**src/rtl/crlf_pkg.sv**
```systemverilog
`timescale 1ns / 1ps

package crlf_pkg;

   // Width of the converted length and of the magnitude accumulator.
   localparam int NUMBER_WIDTH = 32;
   localparam int PROD_WIDTH   = NUMBER_WIDTH + 4;

   // Largest magnitude, 2**(NUMBER_WIDTH-1), at product width.
   localparam logic [PROD_WIDTH-1:0] MAG_LIMIT = PROD_WIDTH'(1) << (NUMBER_WIDTH - 1);

   localparam logic [7:0] CHAR_NUL   = 8'h00;
   localparam logic [7:0] CHAR_HT    = 8'h09;
   localparam logic [7:0] CHAR_LF    = 8'h0A;
   localparam logic [7:0] CHAR_VT    = 8'h0B;
   localparam logic [7:0] CHAR_FF    = 8'h0C;
   localparam logic [7:0] CHAR_CR    = 8'h0D;
   localparam logic [7:0] CHAR_SPACE = 8'h20;
   localparam logic [7:0] CHAR_PLUS  = 8'h2B;
   localparam logic [7:0] CHAR_MINUS = 8'h2D;
   localparam logic [7:0] CHAR_ZERO  = 8'h30;
   localparam logic [7:0] CHAR_NINE  = 8'h39;

   typedef enum logic [2:0] {
      PH_CMD  = 3'd0,
      PH_KLEN = 3'd1,
      PH_KEY  = 3'd2,
      PH_VLEN = 3'd3,
      PH_VAL  = 3'd4
   } line_phase_type;

   typedef enum logic [1:0] {
      CV_BLANK  = 2'd0,
      CV_DIGITS = 2'd1,
      CV_STOP   = 2'd2
   } conv_phase_type;

   typedef enum logic [1:0] {
      EV_TEXT = 2'd0,
      EV_LINE = 2'd1,
      EV_FAIL = 2'd2
   } event_type;

   typedef struct packed {
      event_type                 event_res;
      logic [2:0]                field;
      logic [7:0]                text_byte;
      logic [NUMBER_WIDTH-1:0]   number;
      logic                      request_done;
   } rsp_type;

endpackage

```
**src/rtl/crlf_request_line_parser.sv**
```systemverilog
`timescale 1ns / 1ps

// CR LF request line parser.
// The input channel (req_valid, req_stall, req_data_byte) takes one request
// byte per item. A request is five lines, each ended by CR LF: command, key
// length, key, value length and value. Each command, key or value byte gives
// one result item tagged with its field; each completed line gives a line
// item, carrying the converted number for the two length lines and
// request_done for the value line. A zero byte or an LF without a prior CR
// gives a fail item and the parser restarts at the command line.
// The state update for a byte happens in the cycle it is accepted, so one
// byte is taken every cycle while req_stall is low. A result is registered
// in the output register behind the rsp_ ports. When the receiver raises
// rsp_stall, the shown item holds and one more result is caught in a skid
// register; req_stall rises only then and falls once the skid drains.
// Reset is synchronous and returns the parser to the start of the command
// line with both output registers empty.
module crlf_request_line_parser
   import crlf_pkg::*;
(
   input  logic                           clock,
   input  logic                           reset,
   input  logic                           req_valid,
   output logic                           req_stall,
   input  logic [7:0]                     req_data_byte,
   output logic                           rsp_valid,
   input  logic                           rsp_stall,
   output logic [1:0]                     rsp_event_res,
   output logic [2:0]                     rsp_field,
   output logic [7:0]                     rsp_text_byte,
   output logic signed [NUMBER_WIDTH-1:0] rsp_number,
   output logic                           rsp_request_done
);

   line_phase_type            line_phase_ff, line_phase_in;
   logic                      cr_seen_ff, cr_seen_in;
   conv_phase_type            conv_phase_ff, conv_phase_in;
   logic                      negative_ff, negative_in;
   logic [NUMBER_WIDTH-1:0]   accum_ff, accum_in;

   logic                      out_valid_ff, out_valid_in;
   rsp_type                   out_ff, out_in;
   logic                      skid_valid_ff, skid_valid_in;
   rsp_type                   skid_ff, skid_in;

   logic                      accept;
   logic                      res_valid;
   rsp_type                   res;

   assign req_stall = skid_valid_ff;
   assign accept    = req_valid && !skid_valid_ff;

   always_comb begin
      logic [7:0]              c;
      logic                    is_len;
      logic                    is_blank;
      logic                    is_digit;
      conv_phase_type          cv;
      logic [PROD_WIDTH-1:0]   prod;
      logic [NUMBER_WIDTH-1:0] conv_value;
      line_phase_type          ph_next;

      c        = req_data_byte;
      is_len   = (line_phase_ff == PH_KLEN) || (line_phase_ff == PH_VLEN);
      is_blank = (c == CHAR_SPACE) || (c == CHAR_HT) || (c == CHAR_VT) || (c == CHAR_FF);
      is_digit = (c >= CHAR_ZERO) && (c <= CHAR_NINE);
      prod     = {accum_ff, 3'b000} + {2'b00, accum_ff, 1'b0}
                 + {{(PROD_WIDTH-4){1'b0}}, c[3:0]};
      cv       = conv_phase_ff;

      if (negative_ff) begin
         conv_value = NUMBER_WIDTH'(0) - accum_ff;
      end else if ({4'b0000, accum_ff} > MAG_LIMIT - PROD_WIDTH'(1)) begin
         conv_value = NUMBER_WIDTH'(MAG_LIMIT - PROD_WIDTH'(1));
      end else begin
         conv_value = accum_ff;
      end

      unique case (line_phase_ff)
         PH_CMD:  ph_next = PH_KLEN;
         PH_KLEN: ph_next = PH_KEY;
         PH_KEY:  ph_next = PH_VLEN;
         PH_VLEN: ph_next = PH_VAL;
         PH_VAL:  ph_next = PH_CMD;
         default: ph_next = PH_KLEN;
      endcase

      line_phase_in = line_phase_ff;
      cr_seen_in    = cr_seen_ff;
      conv_phase_in = conv_phase_ff;
      negative_in   = negative_ff;
      accum_in      = accum_ff;

      res_valid        = 1'b0;
      res.event_res    = EV_TEXT;
      res.field        = line_phase_ff;
      res.text_byte    = 8'h00;
      res.number       = '0;
      res.request_done = 1'b0;

      if (accept) begin
         if ((c == CHAR_NUL) || ((c == CHAR_LF) && !cr_seen_ff)) begin
            res_valid     = 1'b1;
            res.event_res = EV_FAIL;
            line_phase_in = PH_CMD;
            cr_seen_in    = 1'b0;
            conv_phase_in = CV_BLANK;
            negative_in   = 1'b0;
            accum_in      = '0;
         end else if (c == CHAR_CR) begin
            cr_seen_in = 1'b1;
         end else if (c == CHAR_LF) begin
            res_valid        = 1'b1;
            res.event_res    = EV_LINE;
            res.number       = is_len ? conv_value : '0;
            res.request_done = (line_phase_ff == PH_VAL);
            line_phase_in    = ph_next;
            cr_seen_in       = 1'b0;
            conv_phase_in    = CV_BLANK;
            negative_in      = 1'b0;
            accum_in         = '0;
         end else if (is_len) begin
            // A non-blank, non-sign byte ends the blank phase and is then
            // judged as a digit in the same step.
            if (cv == CV_BLANK) begin
               if (is_blank) begin
                  cv = CV_BLANK;
               end else if ((c == CHAR_PLUS) || (c == CHAR_MINUS)) begin
                  negative_in = (c == CHAR_MINUS);
                  cv          = CV_STOP;
                  conv_phase_in = CV_DIGITS;
               end else begin
                  cv            = CV_DIGITS;
                  conv_phase_in = CV_DIGITS;
               end
            end
            if (cv == CV_DIGITS) begin
               if (is_digit) begin
                  accum_in = (prod > MAG_LIMIT) ? NUMBER_WIDTH'(MAG_LIMIT)
                                                : NUMBER_WIDTH'(prod);
               end else begin
                  conv_phase_in = CV_STOP;
               end
            end
         end else begin
            res_valid     = 1'b1;
            res.text_byte = c;
            if ((line_phase_ff != PH_KEY) && (line_phase_ff != PH_VAL)) begin
               line_phase_in = PH_CMD;
            end
         end
      end
   end

   always_comb begin
      out_valid_in  = out_valid_ff;
      out_in        = out_ff;
      skid_valid_in = skid_valid_ff;
      skid_in       = skid_ff;
      if (skid_valid_ff) begin
         if (!rsp_stall) begin
            out_in        = skid_ff;
            skid_valid_in = 1'b0;
         end
      end else if (out_valid_ff && rsp_stall) begin
         if (res_valid) begin
            skid_valid_in = 1'b1;
            skid_in       = res;
         end
      end else begin
         out_valid_in = res_valid;
         out_in       = res;
      end
   end

   always_ff @(posedge clock) begin
      if (reset) begin
         line_phase_ff <= PH_CMD;
         cr_seen_ff    <= 1'b0;
         conv_phase_ff <= CV_BLANK;
         negative_ff   <= 1'b0;
         accum_ff      <= '0;
         out_valid_ff  <= 1'b0;
         skid_valid_ff <= 1'b0;
      end else begin
         line_phase_ff <= line_phase_in;
         cr_seen_ff    <= cr_seen_in;
         conv_phase_ff <= conv_phase_in;
         negative_ff   <= negative_in;
         accum_ff      <= accum_in;
         out_valid_ff  <= out_valid_in;
         skid_valid_ff <= skid_valid_in;
      end
   end

   always_ff @(posedge clock) begin
      out_ff  <= out_in;
      skid_ff <= skid_in;
   end

   assign rsp_valid        = out_valid_ff;
   assign rsp_event_res    = out_ff.event_res;
   assign rsp_field        = out_ff.field;
   assign rsp_text_byte    = out_ff.text_byte;
   assign rsp_number       = out_ff.number;
   assign rsp_request_done = out_ff.request_done;

endmodule

```
**config.mk**
```make
export PLATFORM = sky130hd
export DESIGN_NAME = crlf_request_line_parser
export DESIGN_NICKNAME = d
export VERILOG_FILES = /design/src/rtl/crlf_pkg.sv /design/src/rtl/crlf_request_line_parser.sv
export SDC_FILE = /design/constraint.sdc
export NUM_CORES = 1
export LEC_CHECK = 0
export ABC_CLOCK_PERIOD_IN_PS = 4800
export BUFFER_PORTS_ARGS = -buffer_cell sky130_fd_sc_hd__buf_2
export CORE_ASPECT_RATIO = 1.2
export CORE_MARGIN = 5
export CORE_UTILIZATION = 42
export DETAILED_ROUTE_END_ITERATION = 8
export SKIP_CTS_REPAIR_TIMING = 1
export SYNTH_ARGS = -nofsm -noshare
export SYNTH_HDL_FRONTEND = slang
export SYNTH_SLANG_ARGS = --single-unit
export TNS_END_PERCENT = 5
```
**constraint.sdc**
```tcl
create_clock -name clock -period 4.8 [get_ports clock]
set_input_delay 0.24 -clock clock [delete_from_list [all_inputs] [get_ports clock]]
set_output_delay 0.24 -clock clock [all_outputs]
set_load 0.02 [all_outputs]
```
==> out/metrics.csv <==
stage,metric,value,unit
status,status,completed,
floorplan,die_area,0.02272,sq mm
timing,setup_viol,0,
setup_path,critPathLaunchType,flip-flop,
timing,rsz0062_at_grt,false,
setup_path,end_kind,flip-flop,
setup_path,critPathCapture,accum_ff[24],
timing,hold_viol,0,
logic_synthesis,synth-main-ff-cell,edfxtp_1,
setup_path,rr_startpoint,accum_ff[0],
power_and_ir_drop,seq_power_share,49.3,%
finish,fin_nets,991,
logic_synthesis,syn_area,0.008314,sq mm
placement,gp_congestion,0.8989,
power_and_ir_drop,vdd_drop_max,0.1748,mV
logic_synthesis,synthCells,866,
logic_synthesis,syn_nets,945,
min_path,hp-class,in -> reg,
routing,met2WireLength,9051,um
power_and_ir_drop,switchingPower,0.6108,mW
power_and_ir_drop,leakagePower,4.290,nW
grt,grt.overflow.total,0,
routing,drc,0,
floorplan,die_x,138.4,um
routing,wl,19910,um
timing,fin_setup_tns,0,ns
cts,cts_max_path_buffers,2,
timing,tightest_slew,1.114,ns
logic_synthesis,yosys.cell_types.count,65,
routing,vias,6680,
logic_synthesis,synth-simple-area-share,17.29,%
logic_synthesis,synthAdderAreaFrac,10.26,%
placement,portBuffers,59,
grt,grt_pass1_wl,33110,um
grt,antenna_found_initial,0,
placement,place_hpwl,14760,um
power_and_ir_drop,p_per_area,273.2,mW/mm^2
routing,first_pass_iters,4,
setup_path,r2r_slack,0.61,ns
logic_synthesis,synth_edf_count,92,
finish,final_cells,1186,
logic_synthesis,ys_seq_area_share,43.10,%
timing,worst_clock_skew,0.01215,ns
cts,cts_tree,done,
routing,wire_per_inst,16.79,um
setup_path,critical_path_required,5.13,ns
cts,numCtsBuffers,17,
finish,n_antenna_cell,0,
timing,maxSlewViolCount,0,
floorplan,num_rows,56,
timing,slew_headroom,25.53,%
setup_path,r2r_end,accum_ff[24],
grt,grt_usage,17.65,%
setup_path,cp_max_fo,23,
floorplan,die_y,164.1,um
routing,highest_layer,met4,
placement,placed_cell_area,0.008884,sq mm
logic_synthesis,synth-xor-area-share,3.055,%
logic_synthesis,syn_area_per_cell,9.601,sq um
cts,root_buffer,clkbuf_16,
power_and_ir_drop,p_int,1.961,mW
routing,drt-met1-wl,9745,um
finish,final_cell_mix,"92 x edfxtp_1, 91 x nand2_1, 65 x ha_1",
power_and_ir_drop,swShare,23.75,%
timing,max_freq,238.8,MHz
finish,drive_above_1_share,13.30,%
finish,syn_to_final_growth,13.24,%
floorplan,io-pin-count,60,
cts,worstSkewPairLatency,0.42,ns
cts,clkTransAtPathRegs,0.06,ns
routing,drtIter0Drc,338,
cts,h-tree-depth,4,
grt,grt_max_degree,53,
logic_synthesis,synthArstFlopShare,0,%
logic_synthesis,synth-compound-area-share,22.45,%
floorplan,core,0.01955,sq mm
routing,wl_met3,717,um
logic_synthesis,ys_warn_count,0,
logic_synthesis,synth_top_family_by_area,compound AO/OA/AOI/OAI gates,
cts,clkSinkCount,133,
routing,ant_nets,0,
finish,design_area,0.009415,sq mm
logic_synthesis,muxShareOfSynthArea,0.6321,%
floorplan,start_util,42.53,%
logic_synthesis,ys_ff_latch,133,
placement,dpl.cell_count,1154,
timing,fin_crit_sh,87.23,%
grt,grt_pass1_vias,6414,
timing,min_period,4.187,ns
setup_path,arrival,4.52,ns
setup_path,crit_path_start,accum_ff[0],
setup_path,r2r_cells,14,
job,cap_violations,0,
finish,final_common_cell,edfxtp_1,
power_and_ir_drop,combPwrFrac,5.6,%
routing,viasPerCell,5.632,
power_and_ir_drop,p_clk_share,45.1,%
setup_path,path_class,reg -> reg,
## synthesized netlist by cell type (9+ instances only)
cell type / instances / share of area (%)
a211oi_1: 29 / 2.6
a21o_1: 58 / 5.2
a21oi_1: 54 / 3.3
and3_1: 11 / 0.83
clkbuf_1: 45 / 2.0
dfxtp_1: 41 / 9.9
edfxtp_1: 92 / 33
ha_1: 65 / 9.8
inv_1: 26 / 1.2
nand2_1: 91 / 4.1
nand2b_1: 11 / 0.83
nand3_1: 14 / 0.84
nand4_1: 22 / 1.7
nor2_1: 40 / 1.8
nor3_1: 42 / 2.5
nor4_1: 10 / 0.75
o21a_1: 13 / 1.2
o21ai_0: 57 / 3.4
o31a_1: 9 / 0.95
xnor2_1: 21 / 2.2
## per-layer routing
layer	vias up	global-route usage, %
met2	127	28.91
met4	0	6.379
met1	3143	24.12
li1	3386	-
met5	-	0
met3	24	2.301
## power by group through the flow
stage / Clock, mW / Sequential [mW] / Combinational [mW]
after CTS: 1.18 / 1.27 / 0.147
final: 1.16 / 1.27 / 0.145
after floorplan: 0 / 1.33 / 0.0558
after global placement: 0 / 1.29 / 0.146
after global routing: 1.24 / 1.27 / 0.159
after detailed placement: 0 / 1.29 / 0.147
## cell families after synthesis
kind of cell | after synthesis
xor gates and xnor gates | 29
buffers and inverters | 71
muxes | 5
and+or+nand+nor | 283
AOI/OAI and AO/OA | 278
adders and majority gates | 67
DFF | 133
## critical path, cell delays in order, from the launching register on
cell and delay (ns):
dfxtp_1 0.43, inv_1 0.11, fa_1 0.53, fa_1 0.47
nand2b_1 0.18, a21oi_1 0.21, nor2_1 0.14, o211ai_1 0.45
o311a_1 0.26, o2111ai_1 0.11, or4_1 0.43, nor4_1 0.29
a21oi_1 0.10, buf_4 0.22, o21ai_0 0.17
## how the worst min path moves through the flow
stage	start	endpoint	slack, ns	cells after the start
6_report	rsp_stall	req_stall	0.14	3
5_1_grt	rsp_stall	req_stall	0.17	3
4_1_cts	rsp_stall	req_stall	0.13	3
3_5_place_dp	conv_phase_ff[1]	conv_phase_ff[1]	0.46	2
3_3_place_gp	conv_phase_ff[1]	conv_phase_ff[1]	0.46	2
2_1_floorplan	req_data_byte[0]	accum_ff[0]	0.38	2
## stage by stage
step                setup WS, ns  total power [mW]  hold slack, ns  utilization, %
global placement          0.6659             1.437          0.4565           45.44
finish                    0.6128             2.572          0.1443           48.16
global route              0.2214             2.666          0.1691           48.16
floorplan                 0.2797             1.389          0.3799               -
CTS                       0.6041             2.598          0.1295           48.16
detailed placement        0.6172             1.438          0.4576           45.44
## registers in the layout, summed over array words and instances (netlist names)
register,flops
rsp_event_res,2
negative_ff,1
skid_ff,46
req_stall,1
rsp_text_byte,8
line_phase_ff,3
rsp_number,32
rsp_request_done,1
conv_phase_ff,2
rsp_field,3
rsp_valid,1
cr_seen_ff,1
accum_ff,32
## layout make-up
type	count	area (sq um)
fill	1820	10130
clock inverter	15	106.4
clock buffer	17	425.4
tap	261	326.6
multi-input combinational	662	4482
inverter	26	97.59
sequential	133	3585
timing repair buffer	72	392.9
No activity file was read; power rests on OpenSTA's default activity.
